$ cat config.mk
export PLATFORM = sky130hd
export DESIGN_NAME = aae_mul
export DESIGN_NICKNAME = d
export VERILOG_FILES = /design/src/rtl/aae_pkg.sv /design/src/rtl/aae_mul.sv
export SDC_FILE = /design/constraint.sdc
export NUM_CORES = 2
export LEC_CHECK = 0
export ABC_AREA = 1
export BUFFER_PORTS_ARGS = -buffer_cell sky130_fd_sc_hd__buf_2
export CAP_MARGIN = 40
export CORE_UTILIZATION = 35
export DETAILED_ROUTE_END_ITERATION = 8
export PLACE_DENSITY_LB_ADDON = 0.2
export SYNTH_ARGS = -nofsm -noshare
export SYNTH_HDL_FRONTEND = slang
export SYNTH_SLANG_ARGS = --single-unit
export TNS_END_PERCENT = 5
$ cat constraint.sdc
create_clock -name clk_i -period 14.35 [get_ports clk_i]
set_clock_uncertainty 0.15 [all_clocks]
set_input_delay 1.435 -clock clk_i [delete_from_list [all_inputs] [get_ports clk_i]]
set_output_delay 1.435 -clock clk_i [all_outputs]
set_load 0.02 [all_outputs]
$ cat src/rtl/aae_pkg.sv
// ----------------------------------------------------------------------------
// aae_pkg: shared definitions for the adaptive axis estimator
// Widths, reset values, register indexes, request and response structs of the
// shared arithmetic units, and the saturation helpers.
// ----------------------------------------------------------------------------
`default_nettype none

package aae_pkg;

  localparam int CoordWidthDef = 32;
  localparam int ParWidth      = 48;
  localparam int WideWidth     = 128;
  localparam int NumPar        = 6;
  localparam int DivSteps      = 81;

  // Register indexes on the configuration port.
  localparam logic [2:0] RegStepGain  = 3'd0;
  localparam logic [2:0] RegThreshold = 3'd1;
  localparam logic [2:0] RegAxisX     = 3'd2;
  localparam logic [2:0] RegAxisY     = 3'd3;
  localparam logic [2:0] RegAxisZ     = 3'd4;
  localparam logic [2:0] RegHitsNeed  = 3'd5;
  localparam logic [2:0] RegMaxIter   = 3'd6;

  localparam logic [47:0] StepGainRst  = 48'd2814749767;
  localparam logic [47:0] ThresholdRst = 48'd429497;
  localparam logic [31:0] AxisXRst     = 32'd0;
  localparam logic [31:0] AxisYRst     = 32'd0;
  localparam logic [31:0] AxisZRst     = 32'd1073741824;
  localparam logic [15:0] HitsNeedRst  = 16'd100;
  localparam logic [19:0] MaxIterRst   = 20'd20000;

  localparam logic signed [47:0] ParOne = 48'sh0001_0000_0000;
  localparam logic signed [47:0] Max48  = 48'sh7FFF_FFFF_FFFF;
  localparam logic signed [47:0] Min48  = 48'sh8000_0000_0000;
  localparam logic [47:0]        Mask48 = 48'hFFFF_FFFF_FFFF;

  typedef struct packed {
    logic               start;
    logic signed [63:0] a;
    logic signed [63:0] b;
  } mul_req_t;

  typedef struct packed {
    logic                done;
    logic signed [127:0] prod;
  } mul_rsp_t;

  typedef struct packed {
    logic        start;
    logic [47:0] mag;
    logic [48:0] den;
    logic        neg;
  } div_req_t;

  typedef struct packed {
    logic        done;
    logic [47:0] quot;
  } div_rsp_t;

  // Coordinate indexes of the six regressor terms: xx, yy, zz, xy, yz, xz.
  function automatic logic [1:0] pair_i(input logic [2:0] idx);
    logic [1:0] r;
    case (idx)
      3'd1, 3'd4: r = 2'd1;
      3'd2:       r = 2'd2;
      default:    r = 2'd0;
    endcase
    return r;
  endfunction

  function automatic logic [1:0] pair_j(input logic [2:0] idx);
    logic [1:0] r;
    case (idx)
      3'd1, 3'd3: r = 2'd1;
      3'd2, 3'd4, 3'd5: r = 2'd2;
      default:    r = 2'd0;
    endcase
    return r;
  endfunction

  function automatic logic signed [47:0] sat48(input logic signed [127:0] x);
    logic signed [47:0] r;
    if (x[127:47] == {81{1'b0}} || x[127:47] == {81{1'b1}}) r = x[47:0];
    else if (x[127]) r = Min48;
    else r = Max48;
    return r;
  endfunction

  function automatic logic signed [63:0] sat64(input logic signed [127:0] x);
    logic signed [63:0] r;
    if (x[127:63] == {65{1'b0}} || x[127:63] == {65{1'b1}}) r = x[63:0];
    else if (x[127]) r = {1'b1, {63{1'b0}}};
    else r = {1'b0, {63{1'b1}}};
    return r;
  endfunction

endpackage

`default_nettype wire

$ cat src/rtl/aae_mul.sv
// ----------------------------------------------------------------------------
// aae_mul: shared multiplier
// Signed 64 x 64 multiply built from one 32 x 32 unsigned multiplier over
// four partial products, then a sign fix.
// ----------------------------------------------------------------------------
`default_nettype none

module aae_mul (
  input  wire logic              clk_i,
  input  wire logic              rst_ni,
  input  wire aae_pkg::mul_req_t req_i,
  output aae_pkg::mul_rsp_t      rsp_o
);

  logic [63:0]  ma_q, mb_q;
  logic         neg_q;
  logic [2:0]   cnt_q;
  logic         busy_q, done_q;
  logic [127:0] acc_q;
  logic [31:0]  opa, opb;
  logic [63:0]  pp;
  logic [127:0] pp_sh;

  assign opa = cnt_q[1] ? ma_q[63:32] : ma_q[31:0];
  assign opb = cnt_q[0] ? mb_q[63:32] : mb_q[31:0];
  assign pp  = opa * opb;

  always_comb begin
    case (cnt_q)
      3'd0:       pp_sh = {64'd0, pp};
      3'd1, 3'd2: pp_sh = {32'd0, pp, 32'd0};
      3'd3:       pp_sh = {pp, 64'd0};
      default:    pp_sh = '0;
    endcase
  end

  always_ff @(posedge clk_i or negedge rst_ni) begin
    if (!rst_ni) begin
      busy_q <= 1'b0;
      done_q <= 1'b0;
      cnt_q  <= '0;
    end else begin
      done_q <= 1'b0;
      if (req_i.start) begin
        busy_q <= 1'b1;
        cnt_q  <= '0;
      end else if (busy_q) begin
        if (cnt_q[2]) begin
          busy_q <= 1'b0;
          done_q <= 1'b1;
        end else begin
          cnt_q <= cnt_q + 3'd1;
        end
      end
    end
  end

  always_ff @(posedge clk_i) begin
    if (req_i.start) begin
      ma_q  <= req_i.a[63] ? (~req_i.a + 64'd1) : req_i.a;
      mb_q  <= req_i.b[63] ? (~req_i.b + 64'd1) : req_i.b;
      neg_q <= req_i.a[63] ^ req_i.b[63];
      acc_q <= '0;
    end else if (busy_q) begin
      if (cnt_q[2]) acc_q <= neg_q ? (~acc_q + 128'd1) : acc_q;
      else acc_q <= acc_q + pp_sh;
    end
  end

  assign rsp_o.done = done_q;
  assign rsp_o.prod = acc_q;

endmodule

`default_nettype wire

Word-level counts from Yosys, hierarchy flattened
Cells that the tools add are included.
{"block": "op_classes", "addsub": 5, "multipliers": 1, "eq_ne": 5, "muxes": 16, "n_bitwise": 4, "n_reduce_logical": 5}
{"cell": "case mux 128 bit (3 select lines)", "n": 1}
{"cell": "two-way mux 128 bit", "n": 2}
{"cell": "adder 128 x 1 -> 128 bit, second input constant", "n": 1}
{"cell": "adder 128 bit", "n": 1}
{"cell": "adder 64 x 1 -> 64 bit, second input constant", "n": 2}
{"cell": "NOT 128 bit", "n": 1}
{"cell": "NOT 64 bit", "n": 2}
{"cell": "two-way mux 63 bit", "n": 2}
{"cell": "multiplier 32 x 32 -> 64 bit", "n": 1}
{"cell": "two-way mux 32 bit", "n": 2}
{"cell": "two-way mux 3 bit", "n": 3}
{"cell": "== test 3 x 2 -> 1 bit, second input constant", "n": 2}
{"cell": "two-way mux 1 bit", "n": 6}
{"cell": "!= test 2 bit, second input constant", "n": 2}
{"cell": "AND reduction 2 bit", "n": 2}
{"cell": "adder 3 x 1 -> 3 bit, second input constant", "n": 1}
{"cell": "== test 3 x 1 -> 1 bit, second input constant", "n": 1}
{"cell": "logical NOT 3 bit", "n": 1}
{"cell": "nonzero test 2 bit", "n": 1}
{"cell": "OR reduction 2 bit", "n": 1}
{"cell": "XOR 1 bit", "n": 1}
{"block": "word_totals", "register_bits": 262, "output_inout_bits": 129, "elab_cells": 46}

Depth between registers and ports, before layout
{"block": "logic_depth", "depth_word": 5, "mapped_depth": 53, "ltp_nobuf": 51}

Least setup slack after synthesis
OpenSTA, ideal clock, no wires.
{"block": "synth_timing", "path_type": "reg-to-reg", "from": "register cnt_q[1]", "to": "register acc_q[119]", "arrival_time_ns": 8.914, "slack_ns": 5.164, "path_stages_with_launch": 49, "path_buffers": 3, "synth_period_minus_slack_ns": 9.186, "cell_sequence": "dfrtp_1 > inv_1 > clkbuf_1 > or2_2 > o21ai_0 > clkbuf_1 > clkbuf_1 > nor2_1 > fa_1 > inv_1 > fa_1 > inv_1 > fa_1 > inv_1 > fa_1 > inv_1 > fa_1 > fa_1 > [13 not listed] > nand3_1 > nand2_1 > ha_1 > nand2_1 > nor2_1 > inv_1 > nor2_1 > inv_1 > nor2_1 > inv_1 > nor2_1 > inv_1 > nor4_1 > nand2_1 > nand2_1 > nand2_1 > nand3_1 > a21oi_2"}
{"block": "synth_via", "elab_chain_len": 5}
{"element": "start, declared", "line_no": "aae_mul.sv:17", "text": "logic [2:0] cnt_q;"}
{"element": "start signal, assigned", "line_no": "aae_mul.sv:52", "text": "cnt_q <= cnt_q + 3'd1;"}
{"element": "two-way mux 32 bit (tied with other cells)", "line_no": "aae_mul.sv:24", "text": "assign opa = cnt_q[1] ? ma_q[63:32] : ma_q[31:0];"}
{"element": "multiplier 32 x 32 -> 64 bit / OR reduction 2 bit (equally long branches)", "line_no": "aae_mul.sv:26, aae_mul.sv:29"}
{"element": "case mux 128 bit (3 select lines) (*)", "line_no": "aae_mul.sv:29", "text": "case (cnt_q)"}
{"element": "adder 128 bit (*)", "line_no": "aae_mul.sv:66", "text": "else acc_q <= acc_q + pp_sh;"}
{"element": "two-way mux 128 bit (*)", "line_no": "aae_mul.sv:65", "text": "if (cnt_q[2]) acc_q <= neg_q ? (~acc_q + 128'd1) : acc_q;"}
{"element": "end signal, assigned", "line_no": "aae_mul.sv:65"}
{"element": "end signal, assigned", "line_no": "aae_mul.sv:66"}
{"element": "end, declared", "line_no": "aae_mul.sv:19", "text": "logic [127:0] acc_q;"}
Mark *: on every way between the ends. The rest lies on a longest branch, timed or not.
A chain may end at the register's enable or synchronous reset.

Worst setup path after layout
{"block": "layout_timing", "from": "register cnt_q[0]", "to": "register acc_q[119]"}
{"block": "layout_via", "elab_chain_len": 5}
{"element": "two-way mux 32 bit (tied with other cells)", "line_no": "aae_mul.sv:25", "text": "assign opb = cnt_q[0] ? mb_q[63:32] : mb_q[31:0];"}
{"element": "multiplier 32 x 32 -> 64 bit / OR reduction 2 bit (equally long branches)", "line_no": "aae_mul.sv:26, aae_mul.sv:29"}
{"element": "case mux 128 bit (3 select lines) (*)", "line_no": "aae_mul.sv:29"}
{"element": "adder 128 bit (*)", "line_no": "aae_mul.sv:66"}
{"element": "two-way mux 128 bit (*)", "line_no": "aae_mul.sv:65"}
Marks and branches as above.

==> results.toml <==
[cells_and_area]
drive_gt1_frac = 0.07941
nFillCells = 18760
layout_commonest_cell = "inv_1"
nNetsFinal = 10460
mostFrequentLayoutCells = "1,685 x inv_1, 1,507 x nor2_1, 1,456 x nand2_1"
area_growth_pct = 10.48

[clocking]
postCtsSetupBuffers = 0
worstSkewPairLatency_ns = 0.65
numCtsBuffers = 39
tritoncts = "done"
cts_max_level = 2
hold_buffers = 0
cts_num_sinks = 262
root_buffer = "clkbuf_16"
clk_path_buf_depth = 3
path_clk_slew_ns = 0.06
cts_resized = 0

[setup_path]
cp.arrival_ns = 12.83
cp_slowest_cell = "nor3_1"
ff2ff_path_depth = 40
critPathMaxStageDelay_ns = 0.72
crit_top_cell = "fa_1"
crit_type = "reg -> reg"
end_kind = "flip-flop"
worst_setup_path_start_kind = "flip-flop"
critical_path.max_fanout = 28
required_ns = 14.77

[routing]
dr.pass1.iters = 7
viasPerCell = 5.551
wl_per_cell_um = 28.21
drt_iter0_drc = 7446
wl_mm = 321.4
via_count = 63240
ant_nets = 0
drc_errors = 0

[logic_synthesis]
ys_types = 61
synth.top_cells.by_area = "fa_1 29%, inv_1 10%, nor2_1 9.2%, nand2_1 8.9%, ha_1 8.1%"
netlist.area_leader.share = 0.2918
syn_area_per_cell_um2 = 6.983
yosysTopAreaCell = "fa_1"
synth_seq_cells = 262
syn_inst = 8814
ys_seq_area_frac = 0.1066
synth_area_mm2 = 0.06155
ys_warn_count = 0
async_reset_ff_frac = 0.01908
synth-edff-count = 129
synth.net_count = 10240
ys_dominant_reg_cell = "edfxtp_1"

[floorplanning]
initial_core_util = 0.3533
rows = 153
coreArea_mm2 = 0.1742
die_x_um = 421.3
num_io_pins = 260
die_h_um = 421.3
die_area_mm2 = 0.1775

[timing]
fmax_ghz = 0.08056
finalSetupViolations = 0
rsz0062_at_grt = "no"
hold_viol = 0
period_minus_slack_ns = 12.41
tns_ns = 0
drv_slew = 0
slew_headroom = 0.2794
period_share = 0.8651
tightest_slew_ns = 1.073

[placed_design]
dp_hpwl_mm = 272.5
place.gp.congestion = 1.097
io_buffers = 259

[global_route]
grt_pass1_vias = 61780
grt.total_usage = 0.3542
grt_pass1_wl_mm = 450.6
grt_max_degree = 86
antenna_found_initial = 18
overflow = 0

[job]
max-cap-violations = 0

[status]
outcome = "complete, no violations"

[min_path]
min_path_type = "reg -> reg"
hold_depth = 2
Yosys cell counts (23+ instances only):
library cell	count
inv_1	1687
nor2_1	1508
nand2_1	1458
fa_1	897
a21oi_1	596
o21ai_0	495
ha_1	397
nand3_1	339
clkbuf_1	243
xor2_1	172
edfxtp_1	129
dfxtp_1	128
or2_2	91
nand4_1	89
xnor2_1	74
nor3_1	63
o21ai_1	63
a31oi_1	53
nor4_1	39
o22ai_1	32
clkinv_1	31
nand3b_1	27
o21bai_1	23
critical path: cells and delay by family, from the launching register on:
kind / cells / cell delay (ns)
xor+xnor: 1 / 0.37
flops: 1 / 0.35
compound gates: 9 / 2.35
buf+inv: 9 / 1.62
fa+ha+maj: 10 / 4.82
simple gates: 11 / 2.64
registers in the layout, indices dropped and copies added, names as in the netlist:
| signal | cells |
|---|---|
| busy_q | 1 |
| ma_q | 64 |
| neg_q | 1 |
| cnt_q | 3 |
| done_q | 1 |
| acc_q | 128 |
| mb_q | 64 |
area by class of cell:
type	count	area [um^2]	share of cell area
well taps	2325	2909	0.04278
repair buffers	445	3009	0.04425
clock buffers	48	1050	0.01544
inverters	1722	6469	0.09513
flip-flops and latches	262	6568	0.09658
clock inverters	23	245.2	0.003606
multi-input cells	6567	47750	0.7022
diodes	1	2.502	0.00003680
cell families (layout without fill, tap and decap cells):
| group | count (synthesis) | after routing | share of synthesized area |
|---|---|---|---|
| XOR/XNOR | 246 | 246 | 0.03501 |
| adder cells (fa/ha/maj) | 1294 | 1294 | 0.3725 |
| AND/OR/NAND/NOR | 3691 | 3691 | 0.2500 |
| buffers and inverters | 1985 | 2238 | 0.1212 |
| other | 0 | 1 | 0 |
| AO/OA/AOI/OAI | 1336 | 1336 | 0.1147 |
| flip-flops | 262 | 262 | 0.1066 |
metal layers:
layer | track usage | routed length (um) | up-vias
met4 | 0.1233 | 12930 | 12
met2 | 0.5325 | 138000 | 3225
met3 | 0.08261 | 31500 | 504
met5 | 0.006989 | 235 | -
li1 | - | - | 27860
met1 | 0.4943 | 138700 | 31640
per-stage QoR:
step | utilization | instance area [um^2] | std cells | hold WS [ns] | setup slack (ns)
floorplan | - | 61550 | 8814 | 0.3470 | 5.164
global placement | 0.3808 | 66340 | 11300 | 0.4170 | 1.854
detailed placement | 0.3829 | 66700 | 11320 | 0.4199 | 2.367
CTS | 0.3903 | 68000 | 11390 | 0.4344 | 2.287
global route | 0.3903 | 68000 | 11390 | 0.4593 | 1.622
finish | 0.3903 | 68000 | 11390 | 0.4253 | 1.936
worst paths after layout:
path | startpoint | end | slack, ns
min | busy_q | cnt_q[2] | 0.43
max reg2reg | cnt_q[0] | acc_q[119] | 1.94
min in group asynchronous | rst_ni | done_q | 0.53
max | cnt_q[0] | acc_q[119] | 1.94
max in group asynchronous | rst_ni | cnt_q[2] | 13.27
min reg2reg | busy_q | cnt_q[2] | 0.43
Power is not shown: default switching activity piles up to over one toggle a cycle in this logic, so the estimate is an artifact.
