<file path="src/rtl/aae_pkg.sv">
// ----------------------------------------------------------------------------
// aae_pkg: shared definitions for the adaptive axis estimator
// Widths, reset values, register indexes, request and response structs of the
// shared arithmetic units, and the saturation helpers.
// ----------------------------------------------------------------------------
`default_nettype none

package aae_pkg;

  localparam int CoordWidthDef = 32;
  localparam int ParWidth      = 48;
  localparam int WideWidth     = 128;
  localparam int NumPar        = 6;
  localparam int DivSteps      = 81;

  // Register indexes on the configuration port.
  localparam logic [2:0] RegStepGain  = 3'd0;
  localparam logic [2:0] RegThreshold = 3'd1;
  localparam logic [2:0] RegAxisX     = 3'd2;
  localparam logic [2:0] RegAxisY     = 3'd3;
  localparam logic [2:0] RegAxisZ     = 3'd4;
  localparam logic [2:0] RegHitsNeed  = 3'd5;
  localparam logic [2:0] RegMaxIter   = 3'd6;

  localparam logic [47:0] StepGainRst  = 48'd2814749767;
  localparam logic [47:0] ThresholdRst = 48'd429497;
  localparam logic [31:0] AxisXRst     = 32'd0;
  localparam logic [31:0] AxisYRst     = 32'd0;
  localparam logic [31:0] AxisZRst     = 32'd1073741824;
  localparam logic [15:0] HitsNeedRst  = 16'd100;
  localparam logic [19:0] MaxIterRst   = 20'd20000;

  localparam logic signed [47:0] ParOne = 48'sh0001_0000_0000;
  localparam logic signed [47:0] Max48  = 48'sh7FFF_FFFF_FFFF;
  localparam logic signed [47:0] Min48  = 48'sh8000_0000_0000;
  localparam logic [47:0]        Mask48 = 48'hFFFF_FFFF_FFFF;

  typedef struct packed {
    logic               start;
    logic signed [63:0] a;
    logic signed [63:0] b;
  } mul_req_t;

  typedef struct packed {
    logic                done;
    logic signed [127:0] prod;
  } mul_rsp_t;

  typedef struct packed {
    logic        start;
    logic [47:0] mag;
    logic [48:0] den;
    logic        neg;
  } div_req_t;

  typedef struct packed {
    logic        done;
    logic [47:0] quot;
  } div_rsp_t;

  // Coordinate indexes of the six regressor terms: xx, yy, zz, xy, yz, xz.
  function automatic logic [1:0] pair_i(input logic [2:0] idx);
    logic [1:0] r;
    case (idx)
      3'd1, 3'd4: r = 2'd1;
      3'd2:       r = 2'd2;
      default:    r = 2'd0;
    endcase
    return r;
  endfunction

  function automatic logic [1:0] pair_j(input logic [2:0] idx);
    logic [1:0] r;
    case (idx)
      3'd1, 3'd3: r = 2'd1;
      3'd2, 3'd4, 3'd5: r = 2'd2;
      default:    r = 2'd0;
    endcase
    return r;
  endfunction

  function automatic logic signed [47:0] sat48(input logic signed [127:0] x);
    logic signed [47:0] r;
    if (x[127:47] == {81{1'b0}} || x[127:47] == {81{1'b1}}) r = x[47:0];
    else if (x[127]) r = Min48;
    else r = Max48;
    return r;
  endfunction

  function automatic logic signed [63:0] sat64(input logic signed [127:0] x);
    logic signed [63:0] r;
    if (x[127:63] == {65{1'b0}} || x[127:63] == {65{1'b1}}) r = x[63:0];
    else if (x[127]) r = {1'b1, {63{1'b0}}};
    else r = {1'b0, {63{1'b1}}};
    return r;
  endfunction

endpackage

`default_nettype wire

</file>
<file path="src/rtl/aae_div.sv">
// ----------------------------------------------------------------------------
// aae_div: capped restoring divider
// Computes (mag << 33) / den one quotient bit per cycle, limiting the
// quotient to the largest magnitude that the signed result can hold.
// ----------------------------------------------------------------------------
`default_nettype none

module aae_div (
  input  wire logic              clk_i,
  input  wire logic              rst_ni,
  input  wire aae_pkg::div_req_t req_i,
  output aae_pkg::div_rsp_t      rsp_o
);

  localparam int CntW = $clog2(aae_pkg::DivSteps + 1);

  logic [80:0]     num_q;
  logic [49:0]     rem_q;
  logic [48:0]     quo_q;
  logic [48:0]     den_q;
  logic [47:0]     cap_q;
  logic            big_q;
  logic [CntW-1:0] cnt_q;
  logic            busy_q, done_q;
  logic [49:0]     rem_sh, rem_n;
  logic [48:0]     quo_n;
  logic            ge;

  assign rem_sh = {rem_q[48:0], num_q[80]};
  assign ge     = rem_sh >= {1'b0, den_q};
  assign rem_n  = ge ? (rem_sh - {1'b0, den_q}) : rem_sh;
  assign quo_n  = {quo_q[47:0], ge};

  always_ff @(posedge clk_i or negedge rst_ni) begin
    if (!rst_ni) begin
      busy_q <= 1'b0;
      done_q <= 1'b0;
      cnt_q  <= '0;
    end else begin
      done_q <= 1'b0;
      if (req_i.start) begin
        busy_q <= 1'b1;
        cnt_q  <= '0;
      end else if (busy_q) begin
        if (cnt_q == CntW'(aae_pkg::DivSteps - 1)) begin
          busy_q <= 1'b0;
          done_q <= 1'b1;
        end
        cnt_q <= cnt_q + CntW'(1);
      end
    end
  end

  always_ff @(posedge clk_i) begin
    if (req_i.start) begin
      num_q <= {req_i.mag, 33'd0};
      den_q <= req_i.den;
      cap_q <= req_i.neg ? 48'h8000_0000_0000 : 48'h7FFF_FFFF_FFFF;
      rem_q <= '0;
      quo_q <= '0;
      big_q <= 1'b0;
    end else if (busy_q) begin
      num_q <= {num_q[79:0], 1'b0};
      rem_q <= rem_n;
      if (!big_q) begin
        quo_q <= quo_n;
        if (quo_n > {1'b0, cap_q}) big_q <= 1'b1;
      end
    end
  end

  assign rsp_o.done = done_q;
  assign rsp_o.quot = big_q ? cap_q : quo_q[47:0];

endmodule

`default_nettype wire

</file>
<file path="config.mk">
export PLATFORM = sky130hd
export DESIGN_NAME = aae_div
export DESIGN_NICKNAME = d
export VERILOG_FILES = /design/src/rtl/aae_pkg.sv /design/src/rtl/aae_div.sv
export SDC_FILE = /design/constraint.sdc
export NUM_CORES = 1
export LEC_CHECK = 0
export BUFFER_PORTS_ARGS = -buffer_cell sky130_fd_sc_hd__buf_2
export CAP_MARGIN = 25
export CELL_PAD_IN_SITES_DETAIL_PLACEMENT = 0
export CELL_PAD_IN_SITES_GLOBAL_PLACEMENT = 2
export CORE_ASPECT_RATIO = 1.1
export CORE_UTILIZATION = 36
export DETAILED_ROUTE_END_ITERATION = 16
export GPL_ROUTABILITY_DRIVEN = 0
export PLACE_DENSITY = 0.8
export SLEW_MARGIN = 25
export SYNTH_ARGS = -nofsm -noshare
export SYNTH_HDL_FRONTEND = slang
export SYNTH_SLANG_ARGS = --single-unit
</file>
<file path="constraint.sdc">
create_clock -name clk_i -period 5.86 [get_ports clk_i]
set_input_delay 0.586 -clock clk_i [delete_from_list [all_inputs] [get_ports clk_i]]
set_output_delay 0.586 -clock clk_i [all_outputs]
set_load 0.01 [all_outputs]
</file>
=== After elaboration in Yosys (flattened, before gate mapping) ===
Index checks and enable logic that the tools add are counted.

* Add/sub/neg operators: 2
* Magnitude comparators: 2
* Equality and inequality tests: 1
* Multiplexer cells: 15
* Bitwise logic cells: 1
* Reductions and logical operators: 2

{| class="wikitable"
|+ Operators by type and width
! operator !! number
|-
| two-way mux 81 bit || 2
|-
| two-way mux 48 bit || 2
|-
| greater-or-equal comparator 50 x 49 -> 1 bit || 1
|-
| greater-than comparator 49 x 48 -> 1 bit || 1
|-
| two-way mux 49 bit || 1
|-
| subtractor 49 bit || 1
|-
| two-way mux 7 bit || 2
|-
| two-way mux 1 bit || 8
|-
| adder 7 x 1 -> 7 bit, second input constant || 1
|-
| equality test 7 bit, second input constant || 1
|-
| AND reduction 2 bit || 1
|-
| nonzero test 2 bit || 1
|-
| NOT 1 bit || 1
|}

* Register bits after elaboration: 252
* Input port bits: 101
* Output and inout port bits: 49

=== Longest topological paths before layout ===
Gate-level depths: netlist (run 1).

* Depth after elaboration: 4
* Mapped depth: 23
* Mapped depth without buffers: 22

=== Least setup slack after synthesis (run 1) ===
No wires, ideal clock.

* Path kind: reg-to-reg
* Start point: reg den_q[4]
* End point: reg big_q
* Data arrival time: 3.939 ns
* Required time: 5.726 ns
* Setup slack: 1.787 ns
* Stages on the path, launching flop included: 23
* Period minus slack after synthesis: 4.073 ns
* Cell sequence: edfxtp_1 > inv_1 > ha_1 > a21o_1 > a21oi_1 > nand2_1 > a311oi_2 > o211ai_1 > a31o_2 > a311oi_4 > o41ai_4 > inv_4 > buf_4 > ha_1 > nor2_1 > nor2_1 > a21oi_1 > a211oi_1 > o21a_1 > o21ai_0 > a22o_1 > o31ai_1 > a211oi_1

* Cells in the longest elaborated chain, start to end: 4

{| class="wikitable"
|+ RTL lines
! item !! RTL line !! text
|-
| from (decl) || aae_div.sv:20 || <nowiki>logic [48:0] den_q;</nowiki>
|-
| from (signal assigned) || aae_div.sv:57 || <nowiki>den_q <= req_i.den;</nowiki>
|-
| greater-or-equal comparator 50 x 49 -> 1 bit || aae_div.sv:30 || <nowiki>assign ge = rem_sh >= {1'b0, den_q};</nowiki>
|-
| greater-than comparator 49 x 48 -> 1 bit || aae_div.sv:67 || <nowiki>if (quo_n > {1'b0, cap_q}) big_q <= 1'b1;</nowiki>
|-
| two-way mux 1 bit || aae_div.sv:67 ||
|-
| two-way mux 1 bit || aae_div.sv:65 || <nowiki>if (!big_q) begin</nowiki>
|-
| to (signal assigned) || aae_div.sv:61 || <nowiki>big_q <= 1'b0;</nowiki>
|-
| to (signal assigned) || aae_div.sv:67 ||
|-
| to (decl) || aae_div.sv:22 || <nowiki>logic big_q;</nowiki>
|}

No other way between the ends.
A chain may end at the register's enable or synchronous reset.

=== Worst setup path in the final report (run 1) ===
* Start point: reg num_q[80]
* End point: reg big_q

* Cells in the longest elaborated chain, start to end: 4

{| class="wikitable"
|+ RTL lines
! item !! RTL line !! text
|-
| from (decl) || aae_div.sv:17 || <nowiki>logic [80:0] num_q;</nowiki>
|-
| from (signal assigned) || aae_div.sv:56 || <nowiki>num_q <= {req_i.mag, 33'd0};</nowiki>
|-
| from (signal assigned) || aae_div.sv:63 || <nowiki>num_q <= {num_q[79:0], 1'b0};</nowiki>
|-
| greater-or-equal comparator 50 x 49 -> 1 bit || aae_div.sv:30 ||
|-
| greater-than comparator 49 x 48 -> 1 bit || aae_div.sv:67 ||
|-
| two-way mux 1 bit || aae_div.sv:67 ||
|-
| two-way mux 1 bit || aae_div.sv:65 ||
|}

No other way between the ends.

==> out/results.txt, run 1 <==
Area of the die: 35,100 um^2
Part of the power in the clock network: 33.3%
Number of synthesized flops with an enable pin: 99
XOR/XNOR Fraction of Synth Area: 3.04%
WL/cell: 16.5 um
Final setup TNS: 0 ns
Status: finished clean
Critical R2R Capture: big_q
Endpoints failing hold: 0
Largest net degree at the start of global routing: 81
Starting DRT DRC Count: 606
Worst-skew pair later-pin latency: 0.53 ns
Initial core utilization: 36.9%
DR pass1 iterations: 5
Nets@finish: 1,688
Asr flop ratio synth: 4.37%
Vias in the first global route: 10,200
Simple-Gate Fraction of Synth Area: 14.3%
Slew HR: 40.5%
All-layer global routing usage: 18.3%
Multi-input gate area: 6450 um^2
Final period util: 75.2%
Compound-cell area share of the yosys netlist: 19.1%
Max FO, Critical Path: 4
CTS root buf: clkbuf_16
Core Footprint: 33,500 um^2
Critical path class: reg2reg
Storage element area: 5160 um^2
RSZ-0062 raised after global routing: false
Maximum VDD drop: 0.000182 V
Final Critical Period: 4.40 ns
Nature of the critical path endpoint: register
Sw Ratio: 32.3%
Routed WL: 31,900 um
Ys flop type: edfxtp_1
Post-Syn Nets: 1,580
Top post-synthesis cells by area: edfxtp_1, dfxtp_1, ha_1
Logic gate share of total power: 27.2%
Yosys top cell by area: edfxtp_1
Row count: 70
Total setup buffers inserted after CTS: 0
Vias/cell: 5.19
Worst EP arrival: 4.77 ns
Max-Cap Viols: 0
DP HPWL: 22,400 um
Synth Warn #: 0
Clock tree buffer depth: 3
Leakage: 6.08 nW
Cells after Synth: 1,379
R2r startpoint: num_q[80]
Final core utilization: 42.5%
Met2 WL post-DR: 14,500 um
Worst setup SP type: register
Clk slew on worst S/H paths: 0.06 ns
Worst slew pin tran: 0.889 ns
Final setup viols: 0
Setup crit start: num_q[80]
CTS H-tree lvls: 1
Power Total: 4.39 mW
First-pass GRT wire length: 52,300 um
R2r setup slk: 1.46 ns
Initial antenna violation count: 4
Layout Skew: 0.0141 ns
Synthesized flop and latch total: 206
Main combinational cell family by area after synthesis: compound AO/OA/AOI/OAI gates
Crit path to: big_q
Average cell area after synthesis: 8.98 um^2
Worst min path class: in2reg
Layout area overhead: 15.1%
Die Ht: 197 um
Fill cell count: 3,442
DRC Markers: 0
DR vias: 10,100
CTS tree: yes
Max frequency: 0.227 GHz
Sequential share of the synthesized area: 41.7%
Clock sink total: 206
Net load switching power: 1.42 mW
Final Max Slew Viols: 0
Internal: 2.97 mW
Die Span X: 179 um
Count leader, synth: nand2_1
Top Layer Used: met5
Seq pwr share: 39.5%
Top cell type's share of synthesized area: 24.0%
Ports: 150
Post-synthesis mux area share: 5.43%
Met3 wire len: 1810 um
Adder-cell area share of the yosys netlist: 10.2%
M1 WL: 15,000 um
Crit path required time: 6.22 ns
Worst reg-to-reg path cell count: 22
Antenna-violating nets left: 0
Synth cell count leaders: nand2_1, inv_1, a21oi_1, edfxtp_1, ha_1
Grt ovf: 0
Count of cell types in the netlist: 71
Mapped cell area: 12,400 um^2
Hold path depth: 1
Num CTS Buffers: 25
Layout cells sized above 1: 17.5%
I/O Buffers: 149
PwrDens: 308 nW/um^2
critical path, stage by stage, from the launching register on:
cell and delay, ns:
edfxtp_1 0.35, inv_1 0.07, ha_1 0.18, fa_1 0.21
nor2b_1 0.08, o21bai_1 0.19, nand2_1 0.16, a311oi_2 0.44
o211ai_1 0.22, a31o_2 0.31, a311oi_4 0.42, o41ai_4 0.12
inv_4 0.11, ha_1 0.14, nor2_1 0.04, nor2_1 0.08
a21oi_1 0.07, a211oi_1 0.23, o21a_1 0.13, o21ai_0 0.08
a22o_1 0.25, o31ai_1 0.24, a211oi_1 0.11
worst min path at each step:
stage	startpoint	to	slack [ns]
after floorplan	rst_ni	busy_q	0.29
after global placement	rst_ni	done_q	0.45
after detailed placement	rst_ni	done_q	0.45
after CTS	req_i[12]	den_q[11]	0.20
after global routing	req_i[13]	den_q[12]	0.20
final	req_i[12]	den_q[11]	0.23
sequential cells by signal, summed over array words and instances, names as in the netlist:
register / cells
busy_q: 1
big_q: 1
den_q: 49
cap_q: 2
num_q: 48
done_q: 1
rem_q: 49
quo_q: 48
cnt_q: 7
per-stage QoR:
step | area [um^2] | hold slack [ns] | cells | setup slack [ns]
floorplan | 12400 | 0.290 | 1379 | 1.79
global placement | 13400 | 0.452 | 1889 | 1.63
detailed placement | 13500 | 0.451 | 1891 | 1.48
CTS | 14200 | 0.199 | 1937 | 1.45
global route | 14300 | 0.204 | 1938 | 1.12
finish | 14300 | 0.228 | 1940 | 1.46
layout by cell type, fill, tap and decap left out, types with 12 or more instances in the layout:
master and count:
nand2_1 201, buf_2 148, inv_1 117, a21oi_1 115, ha_1 99, edfxtp_1 99
o21ai_0 98, dfxtp_1 98, nor2_1 82, mux2_2 49, nand4_1 29, a21o_1 29
a311oi_1 29, xnor2_1 26, clkbuf_16 25, nand3_1 23, xor2_1 17, o21bai_1 14
a211oi_1 14, and3_1 12, mux2i_1 12
routing by layer:
| layer | track usage [%] | up-vias |
|---|---|---|
| li1 | - | 5139 |
| met1 | 24.5 | 4709 |
| met2 | 29.2 | 182 |
| met3 | 4.03 | 43 |
| met4 | 5.37 | 2 |
| met5 | 0 | - |
power groups by stage:
stage | Combinational [mW] | Clock, mW | Sequential (mW)
6_report | 1.19 | 1.46 | 1.74
3_3_place_gp | 1.20 | 0 | 1.76
5_1_grt | 1.34 | 1.57 | 1.75
3_5_place_dp | 1.19 | 0 | 1.76
4_1_cts | 1.20 | 1.51 | 1.74
2_1_floorplan | 0.909 | 0 | 1.74
timing repair:
item	CTS	global route
hold endpoints to repair	9	0
hold buffers	1	0
resized for setup	0	0
cells by family (layout without fill, tap and decap cells):
logic type | after synthesis | after routing
AOI/OAI and AO/OA | 371 | 371
xor gates and xnor gates | 43 | 43
adders and majority gates | 100 | 100
buffers and inverters | 200 | 326
DFF | 206 | 206
muxes | 61 | 61
other | 0 | 3
and+or+nand+nor | 398 | 398
cell type report:
| class | count | area share (%) |
|---|---|---|
| Antenna cell | 3 | 0.0527 |
| Clock buffer | 31 | 4.62 |
| Clock inverter | 14 | 0.737 |
| Inverter | 119 | 3.15 |
| Multi-Input combinational cell | 973 | 45.2 |
| Sequential cell | 206 | 36.2 |
| Tap cell | 432 | 3.79 |
| Timing Repair Buffer | 162 | 6.20 |
No activity file was read; power rests on OpenSTA's default activity.
==> run 2, diff against run 1 <==
==> constraint.sdc (replaced) <==
create_clock -name clk_i -period 4.58 [get_ports clk_i]
set_input_delay 0.458 -clock clk_i [delete_from_list [all_inputs] [get_ports clk_i]]
set_output_delay 0.458 -clock clk_i [all_outputs]
set_load 0.01 [all_outputs]
==> run 2 against run 1 <==
Non-clock buffer count up 4. Largest power group unchanged. Routed wire length up 0.33%. Hold slack worse by 0.14 ns. Critical path type unchanged. Cell count up 0.26%. Die area unchanged. First-iteration DRC count down 7.3%. Sequential power up 28%. Clock-buffer cell count down 2. Via count up 0.14%. Register-to-register slack worse by 1.1 ns. Worst setup slack worse by 1.1 ns. Clock power up 37%.
==> out/results.txt, run 2 (same netlist as run 1, synthesis figures left out) <==
Gr busiest metal: met2
Endpoints failing hold: 0
Most frequent cells in the layout: nand2_1, buf_2, inv_1
RSZ-0062 raised after global routing: false
Area of the die: 35,100 um^2
Grt ovf: 0
Ports: 150
Die Ht: 197 um
Seq pwr share: 38.5%
Nets@finish: 1,692
Hold Slack: 0.0865 ns
Max FO, Critical Path: 3
DP Worst Slack: 0.228 ns
Sw Ratio: 32.2%
R2r startpoint: num_q[80]
CTS root buf: clkbuf_16
Slew HR: 32.2%
Crit path required time: 4.97 ns
Hold path depth: 1
Logic gate share of total power: 26.9%
Vias/cell: 5.19
Vias in the first global route: 10,000
Worst-skew pair later-pin latency: 0.54 ns
GRT met3 Usage: 3.67%
R2r setup slk: 0.34 ns
Final setup TNS: 0 ns
GR Util met1: 24.2%
Top flop regs: den_q (49), rem_q (49)
Initial core utilization: 36.9%
Die Span X: 179 um
Final setup viols: 0
Maximum VDD drop: 0.000294 V
Antenna-violating nets left: 0
Critical path class: reg2reg
Internal: 3.91 mW
Clock tree buffer depth: 3
CTS tree: yes
Starting DRT DRC Count: 562
Worst slew pin tran: 1.01 ns
Worst setup SP type: register
Layout cells sized above 1: 17.9%
HP Start: req_i[17]
Num CTS Buffers: 25
Hold endpoint: den_q[16]
Final Max Slew Viols: 0
Final cell count without fillers: 1,945
Worst reg-to-reg path cell count: 22
Net load switching power: 1.86 mW
Dpl cells: 1,893
Commonest non-fill, non-tap cell in the layout: nand2_1
Initial antenna violation count: 4
Layout Skew: 0.0155 ns
Status: finished clean
Core Footprint: 33,500 um^2
Max frequency: 0.236 GHz
Max-Cap Viols: 0
GR Util met2: 30.5%
Power Total: 5.77 mW
Leakage: 6.13 nW
CTS H-tree lvls: 1
WL/cell: 16.5 um
First-pass GRT wire length: 52,200 um
Final period util: 92.7%
Worst min path class: in2reg
DRC Markers: 0
DP HPWL: 22,400 um
Part of the power in the clock network: 34.6%
Layout area overhead: 15.9%
Nature of the critical path endpoint: register
All-layer global routing usage: 18.4%
Clock sink total: 206
Critical R2R Capture: big_q
DR vias: 10,100
Final Critical Period: 4.24 ns
Row count: 70
DR pass1 iterations: 5
Largest net degree at the start of global routing: 134
Routed WL: 32,100 um
Clk slew on worst S/H paths: 0.06 ns
I/O Buffers: 149
Final Worst Setup Slack: 0.336 ns
Worst EP arrival: 4.64 ns
PwrDens: 402 nW/um^2
-- run 2: changes by cell type in the layout (fill, tap and decap cells not counted), sizes merged --
cell,before,now
buf,161,165
clkbuf,31,29
bufinv,1,2
clkinv,11,12
inv,119,120
-- run 2: power by group through the flow --
stage	logic, mW	registers (mW)	clock network (mW)
6_report	1.55	2.22	2.00
5_1_grt	1.73	2.24	2.11
4_1_cts	1.55	2.22	2.06
3_5_place_dp	1.54	2.26	0
3_3_place_gp	1.53	2.25	0
2_1_floorplan	1.16	2.23	0
-- run 2: how the worst max path moves through the flow --
stage,from,end,slack (ns)
finish,num_q[80],big_q,0.34
global placement,num_q[80],big_q,0.35
detailed placement,den_q[4],big_q,0.23
global route,den_q[44],big_q,0.06
floorplan,den_q[4],big_q,0.51
CTS,num_q[80],big_q,0.20
-- run 2: timing repair --
item,in CTS,in global routing
hold endpoints to repair,9,0
gates resized for setup,0,1
hold buffers,1,0
setup endpoints to repair,0,1
setup buffers,0,2
-- run 2: cell type report --
type                    instances  area, um^2
fillers                      3383       19200
multi-input cells             973        6460
flip-flops and latches        206        5160
repair buffers                166         907
clock buffers                  29         672
well taps                     432         541
inverters                     119         449
clock inverters                17         151
diodes                          3        7.51
-- run 2: routing by layer --
layer | vias to the layer above | part of all wire (%)
li1 | 5137 | -
met1 | 4716 | 46
met2 | 192 | 47
met3 | 42 | 5.4
met4 | 2 | 1.9
met5 | - | 0.031
-- run 2: metrics by stage --
| step | area [um^2] | utilization, % |
|---|---|---|
| after detailed placement | 13500 | 40.2 |
| after floorplan | 12400 | - |
| after global placement | 13500 | 40.1 |
| after global routing | 14300 | 42.8 |
| after CTS | 14300 | 42.7 |
| final | 14400 | 42.8 |
-- run 2: critical path: stages, from the launching register on --
cell	delay, ns
edfxtp_1	0.36
inv_1	0.08
ha_1	0.18
fa_1	0.22
nor2b_1	0.08
o21bai_1	0.17
nand2_1	0.18
a311oi_4	0.34
o211ai_1	0.20
a31o_2	0.30
a311oi_4	0.41
o41ai_4	0.13
inv_4	0.09
ha_1	0.14
nor2_1	0.04
nor2_1	0.08
a21oi_1	0.07
a211oi_1	0.22
o21a_1	0.13
o21ai_0	0.08
a22o_1	0.24
o31ai_1	0.22
a211oi_1	0.11
